<file path="config.mk">
export PLATFORM = sky130hd
export DESIGN_NAME = linear_interp_resampler
export DESIGN_NICKNAME = d
export VERILOG_FILES = /design/src/hw/rtl/lir_pkg.sv /design/src/hw/rtl/lir_cfg.sv /design/src/hw/rtl/lir_ctrl.sv /design/src/hw/rtl/lir_datapath.sv /design/src/hw/rtl/linear_interp_resampler.sv
export SDC_FILE = /design/constraint.sdc
export NUM_CORES = 2
export LEC_CHECK = 0
export BUFFER_PORTS_ARGS = -buffer_cell sky130_fd_sc_hd__buf_2
export CORE_MARGIN = 5
export CORE_UTILIZATION = 50
export CTS_BUF_LIST = sky130_fd_sc_hd__clkbuf_4 sky130_fd_sc_hd__clkbuf_8 sky130_fd_sc_hd__clkbuf_16
export CTS_CLUSTER_DIAMETER = 200
export DETAILED_ROUTE_END_ITERATION = 8
export PLACE_DENSITY_LB_ADDON = 0.12
export SYNTH_ARGS = -nofsm -noshare
export SYNTH_HDL_FRONTEND = slang
export SYNTH_SLANG_ARGS = --single-unit
</file>
<file path="constraint.sdc">
create_clock -name clk -period 17.7 [get_ports clk]
set_input_delay 5.31 -clock clk [delete_from_list [all_inputs] [get_ports clk]]
set_output_delay 5.31 -clock clk [all_outputs]
set_load 0.05 [all_outputs]
</file>
<file path="src/hw/rtl/lir_pkg.sv">
// Shared types, widths and codes for the linear interpolation resampler.
package lir_pkg;

	// Field and register widths
	localparam int SAMPLE_W     = 16;
	localparam int RATE_W       = 18;
	localparam int REM_W        = RATE_W + 1;
	localparam int CNT_BITS_DEF = 32;
	localparam int PADDR_W      = 3;
	localparam int PDATA_W      = 32;

	// Rate limits and reset values
	localparam logic [RATE_W-1:0] RATE_MIN     = 18'd8000;
	localparam logic [RATE_W-1:0] RATE_MAX     = 18'd192000;
	localparam logic [RATE_W-1:0] IN_RATE_RST  = 18'd16000;
	localparam logic [RATE_W-1:0] OUT_RATE_RST = 18'd48000;

	// Register indexes (word address bits of paddr)
	localparam logic REG_IN_RATE  = 1'b0;
	localparam logic REG_OUT_RATE = 1'b1;

	// Interpolation arithmetic widths
	localparam int PROD_W    = SAMPLE_W + RATE_W + 1;
	localparam int SUM_W     = PROD_W + 1;
	localparam int MAG_W     = 33;
	localparam int DIVD_W    = MAG_W + 1;
	localparam int QUO_W     = SAMPLE_W;
	localparam int DIV_STEPS = QUO_W;
	localparam int STEP_W    = $clog2(DIV_STEPS);

	// Input and result words
	typedef struct packed {
		logic signed [SAMPLE_W-1:0] sample_in;
		logic                       stream_last;
	} src_word_t;

	typedef struct packed {
		logic signed [SAMPLE_W-1:0] sample_out;
		logic                       sample_valid;
		logic                       run_last;
		logic                       stream_end;
	} dst_word_t;

	// Source of a result put into the pending slot
	typedef enum logic [1:0] {
		PUT_HELD,
		PUT_X,
		PUT_ZERO
	} put_src_t;

	// Controller to datapath commands
	typedef struct packed {
		logic     latch;
		logic     sub_step;
		logic     commit;
		logic     mul;
		logic     sum;
		logic     div_step;
		logic     put;
		put_src_t put_src;
		logic     hold_new;
		logic     hold_x;
		logic     finish;
	} dp_cmd_t;

	// Datapath to controller status
	typedef struct packed {
		logic eq_rates;
		logic rem_ge_ro;
		logic hit_km1;
		logic have_prev;
		logic tail_hit;
		logic held_valid;
		logic pend_valid;
		logic out_free;
		logic last;
	} dp_status_t;

endpackage

</file>
<file path="src/hw/rtl/lir_cfg.sv">
// APB register file for the input and output rates, with clamped rate outputs.
module lir_cfg (
	input  logic                          clk,
	input  logic                          arst_n,
	input  logic                          psel,
	input  logic                          penable,
	input  logic                          pwrite,
	input  logic [lir_pkg::PADDR_W-1:0]   paddr,
	input  logic [lir_pkg::PDATA_W-1:0]   pwdata,
	output logic [lir_pkg::PDATA_W-1:0]   prdata,
	output logic                          pready,
	output logic [lir_pkg::RATE_W-1:0]    in_rate_eff,
	output logic [lir_pkg::RATE_W-1:0]    out_rate_eff
);
	import lir_pkg::*;

	logic [RATE_W-1:0] in_rate_q;
	logic [RATE_W-1:0] out_rate_q;
	logic              reg_idx;
	logic              wr_en;

	function automatic logic [RATE_W-1:0] clamp_rate(input logic [RATE_W-1:0] r);
		logic [RATE_W-1:0] c;
		c = r;
		if (r < RATE_MIN) c = RATE_MIN;
		if (r > RATE_MAX) c = RATE_MAX;
		return c;
	endfunction

	assign pready  = 1'b1;
	assign reg_idx = paddr[PADDR_W-1];
	assign wr_en   = psel & penable & pwrite & pready;

	// Write the addressed rate register
	always_ff @(posedge clk or negedge arst_n) begin
		if (!arst_n) begin
			in_rate_q  <= IN_RATE_RST;
			out_rate_q <= OUT_RATE_RST;
		end else if (wr_en) begin
			case (reg_idx)
				REG_IN_RATE:  in_rate_q  <= pwdata[RATE_W-1:0];
				REG_OUT_RATE: out_rate_q <= pwdata[RATE_W-1:0];
				default: ;
			endcase
		end
	end

	// Read back the raw register value
	always_comb begin
		case (reg_idx)
			REG_IN_RATE:  prdata = PDATA_W'(in_rate_q);
			REG_OUT_RATE: prdata = PDATA_W'(out_rate_q);
			default:      prdata = '0;
		endcase
	end

	// Saturate rates to the supported range
	assign in_rate_eff  = clamp_rate(in_rate_q);
	assign out_rate_eff = clamp_rate(out_rate_q);

endmodule

</file>
<file path="src/hw/rtl/lir_ctrl.sv">
// Sequencing state machine that steps the datapath through one input word.
module lir_ctrl (
	input  logic                clk,
	input  logic                arst_n,
	input  logic                src_valid,
	output logic                src_ready,
	input  lir_pkg::dp_status_t status,
	output lir_pkg::dp_cmd_t    cmd
);
	import lir_pkg::*;

	typedef enum logic [3:0] {
		ST_IDLE,
		ST_EQ,
		ST_FOLD,
		ST_CHK_A,
		ST_MUL,
		ST_SUM,
		ST_DIV,
		ST_EMIT,
		ST_ADV,
		ST_CHK_B,
		ST_TAIL,
		ST_ZERO,
		ST_FIN
	} state_t;

	state_t            state_q, state_d;
	logic              phase_b_q, phase_b_d;
	logic [STEP_W-1:0] step_q, step_d;
	logic              can_push;

	// A put may move the pending word out only when the output slot frees
	assign can_push = !status.pend_valid || status.out_free;

	// Decode commands and next state
	always_comb begin
		cmd       = '0;
		state_d   = state_q;
		phase_b_d = phase_b_q;
		step_d    = step_q;
		src_ready = 1'b0;
		case (state_q)
			ST_IDLE: begin
				src_ready = 1'b1;
				if (src_valid) begin
					cmd.latch = 1'b1;
					state_d   = status.eq_rates ? ST_EQ : ST_FOLD;
				end
			end
			ST_EQ: begin
				if (can_push) begin
					cmd.put     = 1'b1;
					cmd.put_src = PUT_X;
					state_d     = ST_FIN;
				end
			end
			ST_FOLD: begin
				if (status.rem_ge_ro) cmd.sub_step = 1'b1;
				else state_d = ST_CHK_A;
			end
			ST_CHK_A: begin
				if (status.have_prev && status.hit_km1) begin
					phase_b_d = 1'b0;
					state_d   = ST_MUL;
				end else begin
					cmd.commit = 1'b1;
					state_d    = status.last ? ST_CHK_B : ST_FIN;
				end
			end
			ST_MUL: begin
				cmd.mul = 1'b1;
				state_d = ST_SUM;
			end
			ST_SUM: begin
				cmd.sum = 1'b1;
				step_d  = '0;
				state_d = ST_DIV;
			end
			ST_DIV: begin
				cmd.div_step = 1'b1;
				if (step_q == STEP_W'(DIV_STEPS - 1)) state_d = ST_EMIT;
				else step_d = step_q + STEP_W'(1);
			end
			ST_EMIT: begin
				// release the held output, hold the new one, start the advance
				if (!(status.held_valid && status.pend_valid) || status.out_free) begin
					cmd.put      = status.held_valid;
					cmd.put_src  = PUT_HELD;
					cmd.hold_new = 1'b1;
					cmd.hold_x   = phase_b_q;
					state_d      = ST_ADV;
				end
			end
			ST_ADV: begin
				if (status.rem_ge_ro) cmd.sub_step = 1'b1;
				else state_d = phase_b_q ? ST_CHK_B : ST_CHK_A;
			end
			ST_CHK_B: begin
				if (status.hit_km1) begin
					phase_b_d = 1'b1;
					state_d   = ST_EMIT;
				end else begin
					state_d = ST_TAIL;
				end
			end
			ST_TAIL: begin
				if (!status.tail_hit) begin
					state_d = ST_ZERO;
				end else if (can_push) begin
					cmd.put     = 1'b1;
					cmd.put_src = PUT_HELD;
					state_d     = ST_ZERO;
				end
			end
			ST_ZERO: begin
				// a stream end with no sample still gets a bare end marker
				if (!status.pend_valid) begin
					cmd.put     = 1'b1;
					cmd.put_src = PUT_ZERO;
				end
				state_d = ST_FIN;
			end
			ST_FIN: begin
				if (can_push) begin
					cmd.finish = 1'b1;
					state_d    = ST_IDLE;
				end
			end
			default: state_d = ST_IDLE;
		endcase
	end

	// Hold state, phase flag and divider step count
	always_ff @(posedge clk or negedge arst_n) begin
		if (!arst_n) begin
			state_q   <= ST_IDLE;
			phase_b_q <= 1'b0;
			step_q    <= '0;
		end else begin
			state_q   <= state_d;
			phase_b_q <= phase_b_d;
			step_q    <= step_d;
		end
	end

endmodule

</file>
<file path="src/hw/rtl/lir_datapath.sv">
// Position tracking, interpolation multiply, restoring divider and result buffering.
module lir_datapath #(
	parameter int COUNT_BITS = lir_pkg::CNT_BITS_DEF
) (
	input  logic                        clk,
	input  logic                        arst_n,
	input  lir_pkg::src_word_t          src_word,
	input  logic [lir_pkg::RATE_W-1:0]  in_rate_eff,
	input  logic [lir_pkg::RATE_W-1:0]  out_rate_eff,
	input  lir_pkg::dp_cmd_t            cmd,
	output lir_pkg::dp_status_t         status,
	output logic                        dst_valid,
	input  logic                        dst_ready,
	output lir_pkg::dst_word_t          dst_word
);
	import lir_pkg::*;

	typedef struct packed {
		logic signed [SAMPLE_W-1:0] smp;
		logic                       vld;
	} pend_t;

	// Input word and stream state
	logic signed [SAMPLE_W-1:0] x_q;
	logic                       last_q;
	logic signed [SAMPLE_W-1:0] prev_q;
	logic                       have_prev_q;
	logic [COUNT_BITS-1:0]      seen_q;
	logic [COUNT_BITS-1:0]      idx_q;
	logic [REM_W-1:0]           rem_q;
	logic signed [SAMPLE_W-1:0] held_q;
	logic                       held_valid_q;

	// Pending and output words
	pend_t                      pend_q;
	logic                       pend_valid_q;
	dst_word_t                  out_q;
	logic                       out_valid_q;

	// Arithmetic pipeline and divider
	logic signed [PROD_W-1:0]   prod_a_s1, prod_b_s1;
	logic                       neg_s2;
	logic [DIVD_W-1:0]          rmd_q, dsh_q;
	logic [QUO_W-1:0]           quo_q;

	logic [REM_W-1:0]           ro_ext, ri_ext;
	logic [RATE_W-1:0]          rem_lo;
	logic signed [RATE_W:0]     wt_a, wt_b;
	logic signed [PROD_W-1:0]   prod_a, prod_b;
	logic signed [SUM_W-1:0]    num;
	logic [SUM_W-1:0]           mag_full;
	logic [MAG_W-1:0]           mag;
	logic [DIVD_W-1:0]          dividend, dsh_init;
	logic                       div_ge;
	logic signed [SAMPLE_W-1:0] interp_val;
	pend_t                      put_val;
	logic                       out_load;
	logic                       clear;

	assign ro_ext = {1'b0, out_rate_eff};
	assign ri_ext = {1'b0, in_rate_eff};
	assign rem_lo = rem_q[RATE_W-1:0];

	// Weights a*(out-r) and b*r
	assign wt_a   = $signed({1'b0, out_rate_eff - rem_lo});
	assign wt_b   = $signed({1'b0, rem_lo});
	assign prod_a = PROD_W'(prev_q) * PROD_W'(wt_a);
	assign prod_b = PROD_W'(x_q) * PROD_W'(wt_b);

	// Magnitude and rounding offset for the divide
	assign num      = SUM_W'(prod_a_s1) + SUM_W'(prod_b_s1);
	assign mag_full = num[SUM_W-1] ? SUM_W'(-num) : SUM_W'(num);
	assign mag      = mag_full[MAG_W-1:0];
	assign dividend = {mag, 1'b0} + DIVD_W'(out_rate_eff);
	assign dsh_init = {out_rate_eff, 1'b0, {(QUO_W-1){1'b0}}};
	assign div_ge   = rmd_q >= dsh_q;

	assign interp_val = neg_s2 ? $signed(QUO_W'(0) - quo_q) : $signed(quo_q);

	// Select the word to put into the pending slot
	always_comb begin
		case (cmd.put_src)
			PUT_HELD: put_val = '{smp: held_q, vld: 1'b1};
			PUT_X:    put_val = '{smp: x_q, vld: 1'b1};
			PUT_ZERO: put_val = '{smp: '0, vld: 1'b0};
			default:  put_val = '{smp: '0, vld: 1'b0};
		endcase
	end

	assign out_load = (cmd.put || cmd.finish) && pend_valid_q;
	assign clear    = cmd.finish && last_q;

	// Latch the accepted input word
	always_ff @(posedge clk or negedge arst_n) begin
		if (!arst_n) begin
			x_q    <= '0;
			last_q <= 1'b0;
		end else if (cmd.latch) begin
			x_q    <= src_word.sample_in;
			last_q <= src_word.stream_last;
		end
	end

	// Advance position, commit samples, hold outputs, clear at stream end
	always_ff @(posedge clk or negedge arst_n) begin
		if (!arst_n) begin
			prev_q       <= '0;
			have_prev_q  <= 1'b0;
			seen_q       <= '0;
			idx_q        <= '0;
			rem_q        <= '0;
			held_q       <= '0;
			held_valid_q <= 1'b0;
		end else if (clear) begin
			prev_q       <= '0;
			have_prev_q  <= 1'b0;
			seen_q       <= '0;
			idx_q        <= '0;
			rem_q        <= '0;
			held_q       <= '0;
			held_valid_q <= 1'b0;
		end else begin
			if (cmd.sub_step) begin
				rem_q <= rem_q - ro_ext;
				idx_q <= idx_q + COUNT_BITS'(1);
			end
			if (cmd.hold_new) begin
				held_q       <= cmd.hold_x ? x_q : interp_val;
				held_valid_q <= 1'b1;
				rem_q        <= rem_q + ri_ext;
			end
			if (cmd.commit) begin
				prev_q      <= x_q;
				have_prev_q <= 1'b1;
				seen_q      <= seen_q + COUNT_BITS'(1);
			end
		end
	end

	// Multiply, sum and shift-subtract divide
	always_ff @(posedge clk) begin
		if (cmd.mul) begin
			prod_a_s1 <= prod_a;
			prod_b_s1 <= prod_b;
		end
		if (cmd.sum) begin
			neg_s2 <= num[SUM_W-1];
			rmd_q  <= dividend;
			dsh_q  <= dsh_init;
		end else if (cmd.div_step) begin
			if (div_ge) rmd_q <= rmd_q - dsh_q;
			dsh_q <= dsh_q >> 1;
			quo_q <= {quo_q[QUO_W-2:0], div_ge};
		end
	end

	// Pending slot: one result waits so the last of a run can be flagged
	always_ff @(posedge clk or negedge arst_n) begin
		if (!arst_n) begin
			pend_valid_q <= 1'b0;
		end else if (cmd.put) begin
			pend_valid_q <= 1'b1;
		end else if (cmd.finish) begin
			pend_valid_q <= 1'b0;
		end
	end

	always_ff @(posedge clk) begin
		if (cmd.put) pend_q <= put_val;
	end

	// Output register: load from the pending slot, drop when taken
	always_ff @(posedge clk or negedge arst_n) begin
		if (!arst_n) begin
			out_valid_q <= 1'b0;
		end else if (out_load) begin
			out_valid_q <= 1'b1;
		end else if (dst_ready) begin
			out_valid_q <= 1'b0;
		end
	end

	always_ff @(posedge clk) begin
		if (out_load) begin
			out_q.sample_out   <= pend_q.smp;
			out_q.sample_valid <= pend_q.vld;
			out_q.run_last     <= cmd.finish;
			out_q.stream_end   <= cmd.finish && last_q;
		end
	end

	assign dst_valid = out_valid_q;
	assign dst_word  = out_q;

	// Status for the controller
	always_comb begin
		status.eq_rates   = in_rate_eff == out_rate_eff;
		status.rem_ge_ro  = rem_q >= ro_ext;
		status.hit_km1    = idx_q == (seen_q - COUNT_BITS'(1));
		status.have_prev  = have_prev_q;
		status.tail_hit   = held_valid_q && (idx_q == seen_q) && (rem_q == '0);
		status.held_valid = held_valid_q;
		status.pend_valid = pend_valid_q;
		status.out_free   = !out_valid_q || dst_ready;
		status.last       = last_q;
	end

endmodule

</file>
<file path="src/hw/rtl/linear_interp_resampler.sv">
// Linear interpolation sample rate converter: top level.
//
// Input words (src_*) carry one signed 16-bit PCM sample and a stream_last
// flag; result words (dst_*) carry the resampled sample, sample_valid,
// run_last (last result of one input word) and stream_end. Both channels use
// valid/ready. Rates are set over the APB port (in_rate at 0x0, out_rate at
// 0x4) and are saturated to 8000..192000 Hz.
// One input word is processed at a time. With equal rates a word passes
// through, and the next word is taken only after its result has moved to
// the output register. Otherwise each interpolated result takes a check, a
// multiply, a sum, a restoring divide, the hand-off to the held slot and the
// position advance, which subtracts out_rate once per step; each word also
// adds bookkeeping and the remainder fold.
// A stalled receiver holds the output register; the engine waits at its next
// result until the register frees. Reset restores 16000/48000 Hz and clears
// all stream state; no clearing pass is needed.
module linear_interp_resampler #(
	parameter int COUNT_BITS = lir_pkg::CNT_BITS_DEF
) (
	input  logic                        clk,
	input  logic                        arst_n,
	input  logic                        src_valid,
	output logic                        src_ready,
	input  lir_pkg::src_word_t          src_word,
	output logic                        dst_valid,
	input  logic                        dst_ready,
	output lir_pkg::dst_word_t          dst_word,
	input  logic                        psel,
	input  logic                        penable,
	input  logic                        pwrite,
	input  logic [lir_pkg::PADDR_W-1:0] paddr,
	input  logic [lir_pkg::PDATA_W-1:0] pwdata,
	output logic [lir_pkg::PDATA_W-1:0] prdata,
	output logic                        pready
);
	import lir_pkg::*;

	logic [RATE_W-1:0] in_rate_eff;
	logic [RATE_W-1:0] out_rate_eff;
	dp_cmd_t           cmd;
	dp_status_t        status;

	lir_cfg u_cfg (
		.clk          (clk),
		.arst_n       (arst_n),
		.psel         (psel),
		.penable      (penable),
		.pwrite       (pwrite),
		.paddr        (paddr),
		.pwdata       (pwdata),
		.prdata       (prdata),
		.pready       (pready),
		.in_rate_eff  (in_rate_eff),
		.out_rate_eff (out_rate_eff)
	);

	lir_ctrl u_ctrl (
		.clk       (clk),
		.arst_n    (arst_n),
		.src_valid (src_valid),
		.src_ready (src_ready),
		.status    (status),
		.cmd       (cmd)
	);

	lir_datapath #(
		.COUNT_BITS (COUNT_BITS)
	) u_datapath (
		.clk          (clk),
		.arst_n       (arst_n),
		.src_word     (src_word),
		.in_rate_eff  (in_rate_eff),
		.out_rate_eff (out_rate_eff),
		.cmd          (cmd),
		.status       (status),
		.dst_valid    (dst_valid),
		.dst_ready    (dst_ready),
		.dst_word     (dst_word)
	);

endmodule

</file>
# After elaboration in Yosys (flattened, before gate mapping)
# Index checks and enable logic that the tools add are counted.
# Widths: inputs -> output; s select.
dict set report word_totals {
  ff_bits 372
  out_inout_bits 54
}
dict set report classes {
  add_sub_neg 12
  n_mul 2
  magnitude_cmp 6
  n_eq_ne 28
  mux 72
  n_bitwise 4
  reduce_logical 34
}
# op count
set ops {}
lappend ops {{$mux 34} 5}
lappend ops {{$mux 32} 4}
lappend ops {{$mux 16} 6}
lappend ops {{$mux 18} 4}
lappend ops {{$mul 16x19->35} 2}
lappend ops {{$add 32x1->32 const B} 2}
lappend ops {{$eq 32x32->1} 2}
lappend ops {{$pmux 32 s2} 1}
lappend ops {{$mux 19} 3}
lappend ops {{$mux 4} 13}
lappend ops {{$pmux 4 s13} 1}
lappend ops {{$add 35x35->36} 1}
lappend ops {{$gt 18x18->1 const B} 2}
lappend ops {{$lt 18x13->1 const B} 2}
lappend ops {{$add 34x18->34} 1}
lappend ops {{$ge 34x34->1} 1}
lappend ops {{$pmux 17 s2} 1}
lappend ops {{$sub 34x34->34} 1}
lappend ops {{$mux 33} 1}
lappend ops {{$neg 33->33} 1}
lappend ops {{$sub 32x1->32 const B} 1}
lappend ops {{$eq 4x4->1 const B} 6}
lappend ops {{$mux 1} 22}
lappend ops {{$add 19x18->19} 1}
lappend ops {{33 further kinds} 74}

# Logic depth before layout (Yosys ltp)
dict set report depth {
  depth_word 9
  mapped_depth 47
  depth_no_buf 44
}

# Modules after synthesis
# A second synthesis with hierarchy kept.
dict set report unflattened {
  cells_unflattened 5074
  area_unflattened_um2 45558.7
}
# mod n_inst cells_each area_per_inst_um2 seq_area_each_um2
set modules_own_cells {}
lappend modules_own_cells {lir_datapath 1 4785 42520.8 8978.6}
lappend modules_own_cells {lir_cfg 1 187 2164.6 917.1}
lappend modules_own_cells {lir_ctrl 1 102 873.3 225.2}

# Worst setup path after synthesis
# OpenSTA, ideal clock, no wires.
dict set report synth_path {
  path_kind {input port to output port}
  start {input port paddr[2] (netlist name)}
  end {output port prdata[11] (netlist name)}
  t_arrival_ps 6897
  required_ps 12390
  slack_ps 5493
  cell_stages 3
  path_buffers 2
  path_cell_list {clkbuf_1 > buf_1 > o21ai_0}
}
dict set report synth_between {
  elab_chain_cells 2
}
# item line
set synth_rtl {}
lappend synth_rtl {{from (decl)} linear_interp_resampler.sv:31} ;# input logic [lir_pkg::PADDR_W-1:0] paddr,
lappend synth_rtl {{$not 1->1 (no source line)} --}
lappend synth_rtl {{$pmux 32 s2 *} lir_cfg.sv:50} ;# case (reg_idx)
lappend synth_rtl {{to (decl)} linear_interp_resampler.sv:33} ;# output logic [lir_pkg::PDATA_W-1:0] prdata,
# Every way passes the cells marked *; elsewhere a longest branch is shown, timed or not. The select of a mux whose other input is x is not followed.

# Final worst setup path
dict set report layout_path {
  start {register u_cfg.out_rate_q[0]}
  end {register u_datapath.prod_a_s1[34] (data pin)}
}
dict set report layout_between {
  elab_chain_cells 5
  word_cells_on_any_way 6
  cone_classes {add/sub: 1; mul: 1; order compare: 2; mux: 2}
}
# item line
set layout_rtl {}
lappend layout_rtl {{from (decl)} lir_cfg.sv:18} ;# logic [RATE_W-1:0] out_rate_q;
lappend layout_rtl {{from (signal assigned)} lir_cfg.sv:42} ;# REG_OUT_RATE: out_rate_q <= pwdata[RATE_W-1:0];
lappend layout_rtl {{$lt 18x13->1} lir_cfg.sv:25} ;# if (r < RATE_MIN) c = RATE_MIN;
lappend layout_rtl {{$mux 18} lir_cfg.sv:25}
lappend layout_rtl {{$mux 18 *} lir_cfg.sv:26} ;# if (r > RATE_MAX) c = RATE_MAX;
lappend layout_rtl {{$sub 18x18->18 *} lir_datapath.sv:65} ;# assign wt_a = $signed({1'b0, out_rate_eff - rem_lo});
lappend layout_rtl {{$mul 16x19->35 *} lir_datapath.sv:67} ;# assign prod_a = PROD_W'(prev_q) * PROD_W'(wt_a);
lappend layout_rtl {{net u_datapath.prod_a[34]} lir_datapath.sv:49} ;# logic signed [PROD_W-1:0] prod_a, prod_b;
lappend layout_rtl {{to (signal assigned)} lir_datapath.sv:143} ;# prod_a_s1 <= prod_a;
lappend layout_rtl {{to (decl)} lir_datapath.sv:41} ;# logic signed [PROD_W-1:0] prod_a_s1, prod_b_s1;
# Mark *: on every way through the listed nets, which the timed path passes. The rest lies on a longest branch.
# A chain may end at the register's enable or synchronous reset.

==> reports/qor.yml <==
rsz0062_at_grt: "no"
routabilityCongestion: 0.9191
num_antenna_cells: 0
crit_family: "compound AO/OA/AOI/OAI gates"
gr-usage-met1: 0.3600
whs_ns: 0.4193
final_layout_size_suffix_gt1_frac: 0.07507
cp-end-kind: "flip-flop"
global_route.usage.met2: 0.4306
max_clock_freq_mhz: 82.93
path_depth: 44
syn_avg_cell_area_sq_um: 8.906
syn_to_final_growth_pct: 6.558
cp_max_fo: 16
wl_per_cell_um: 19.65
fin_nets: 5892
cpPeakStageDelay_ns: 0.66
routed_via_density: 5.615
startpoint: "u_cfg.out_rate_q[0]"
clock_sinks: 372
netlist.area_leader.share: 0.2005
gr-max-usage-layer: "met2"
drt-initial-drc-count: 2339
ys_types: 94
outcome: "completed"
clk-insertion-delay-late_ns: 0.61
synth_warnings: 0
drc_errors: 0
synth-seq-cells: 372
drv_cap: 0
cts_hold_buf: 0
synth_area_leader_cell: "fa_1"
fin_skew_ns: 0.03297
synthMostInstantiatedCell: "inv_1"
max_slew_margin: 0.1410
antenna_found_initial: 2
synth_flop_cell: "edfxtp_1"
path_buf_inv: 7
finalMaxSlewViolations: 0
grt_pass1_wl_um: 194500
arrival_ns: 12.39
htreeDepth: 2
syn_inst: 5045
setup_viol: 0
crit_required_ns: 18.03
grt_usage: 0.2549
cts_setup_buffers: 0
grt_max_degree: 73
cts_root_buf: "clkbuf_16"
clk_pin_slew_worst_paths_ns: 0.06
start_util: 0.5015
r2r_end: "u_datapath.prod_a_s1[34]"
die_y_um: 309.8
fin_setup_tns_ns: 0
first_pass_iters: 5
reg2reg_depth: 44
grt_pass1_vias: 34770
die_area_sq_mm: 0.09596
final_cell_area_sq_mm: 0.04788
synth_seq_area_share: 0.2252
cts-root-to-sink-buffers: 3
regToRegSetupSlack_ns: 5.64
core_area_sq_mm: 0.08960
start_kind: "flip-flop"
nFillCells: 8403
synthTopCellsByArea: "fa_1 20%, edfxtp_1 12%, ha_1 11%"
placement.io_buffers: 81
hpwlAfterDp_um: 93740
r2r_start: "u_cfg.out_rate_q[0]"
cts_buffers: 45
synth_common_cells: "688 x inv_1, 613 x nand2_1, 450 x fa_1"
syn_area_sq_mm: 0.04493
min_period_ns: 12.06
io_pins: 113
cts_tree: "done"
final_antenna_net_count: 0
slowest_stage: "nor2_1"
worst_pin_slew_ns: 1.287
cts_resized: 0
overflow: 0
routed_wl_um: 121800
num_vias: 34800
grt.met3_usage: 0.02341
hp-class: "reg -> reg"
cp-endpoint: "u_datapath.prod_a_s1[34]"
period_share: 0.6813
die_w_um: 309.8
place_area_sq_mm: 0.04633
critical_path_class: "reg -> reg"
finalHoldViolations: 0
rows: 110
synth_edf_count: 175
ys_async_sr_fraction: 0.4866
[cell usage in the layout, fill, tap and decap left out, types with 79 or more instances in the layout]
cell / Yosys / final
a21o_1: 79 / 79
a21oi_1: 224 / 222
and2_1: 228 / 228
buf_2: 8 / 80
dfrtp_1: 168 / 168
edfxtp_1: 175 / 175
fa_1: 450 / 450
ha_1: 398 / 398
inv_1: 688 / 687
mux2_2: 82 / 82
nand2_1: 613 / 613
nand3_1: 85 / 85
nor2_1: 279 / 277
o21ai_0: 180 / 178
xnor2_1: 209 / 209
xor2_1: 119 / 119
[logic make-up after synthesis]
group	count (synthesis)	synth area share
AOI/OAI and AO/OA	802	0.1143
buffers and inverters	960	0.08254
muxes	112	0.02723
DFF	372	0.2252
xor gates and xnor gates	328	0.06393
adders and majority gates	848	0.3113
other	2	0.0001671
and+or+nand+nor	1621	0.1753
[state kept, by name (all words and copies together) (netlist names), 18 cells and up]
register,cells
u_datapath.dst_word,19
u_cfg.out_rate_q,18
u_cfg.in_rate_q,18
u_datapath.idx_q,32
u_datapath.seen_q,32
u_datapath.dsh_q,34
u_datapath.prod_a_s1,35
u_datapath.rmd_q,34
u_datapath.rem_q,19
u_datapath.prod_b_s1,35
[cell type report]
cell class | count | area [sq um] | share of cell area
timing repair buffer | 150 | 932.1 | 0.01947
multi-input combinational | 3726 | 31210 | 0.6519
sequential | 372 | 10120 | 0.2114
clock buffer | 61 | 1295 | 0.02705
clock inverter | 23 | 256.5 | 0.005357
tap | 1176 | 1471 | 0.03073
inverter | 690 | 2590 | 0.05409
[worst min path at each step]
stage                         endpoint             startpoint  depth (start not counted)  slack, ns
2_1_floorplan  u_datapath.dst_word[10]   u_datapath.pend_q[8]                          0       0.40
3_3_place_gp   u_datapath.dst_word[16]  u_datapath.pend_q[14]                          0       0.40
3_5_place_dp   u_datapath.dst_word[10]   u_datapath.pend_q[8]                          0       0.40
4_1_cts        u_datapath.dst_word[12]  u_datapath.pend_q[10]                          0       0.42
5_1_grt        u_datapath.dst_word[12]  u_datapath.pend_q[10]                          0       0.42
6_report       u_datapath.dst_word[13]  u_datapath.pend_q[11]                          0       0.42
[layer usage]
metal	wire, um	vias up
li1	-	16490
met1	55370	17410
met2	58000	750
met3	5552	155
met4	2875	0
met5	0	-
[per-stage QoR]
stage	utilization	worst slack, ns	cells
floorplan	-	5.493	5058
global placement	0.5171	5.848	6114
detailed placement	0.5171	5.800	6114
CTS	0.5344	5.734	6198
global route	0.5344	4.726	6198
finish	0.5344	5.642	6198
Power is left out: the tool's default activity adds up to more than one toggle a clock period on the data nets, which glitch-free logic cannot reach.
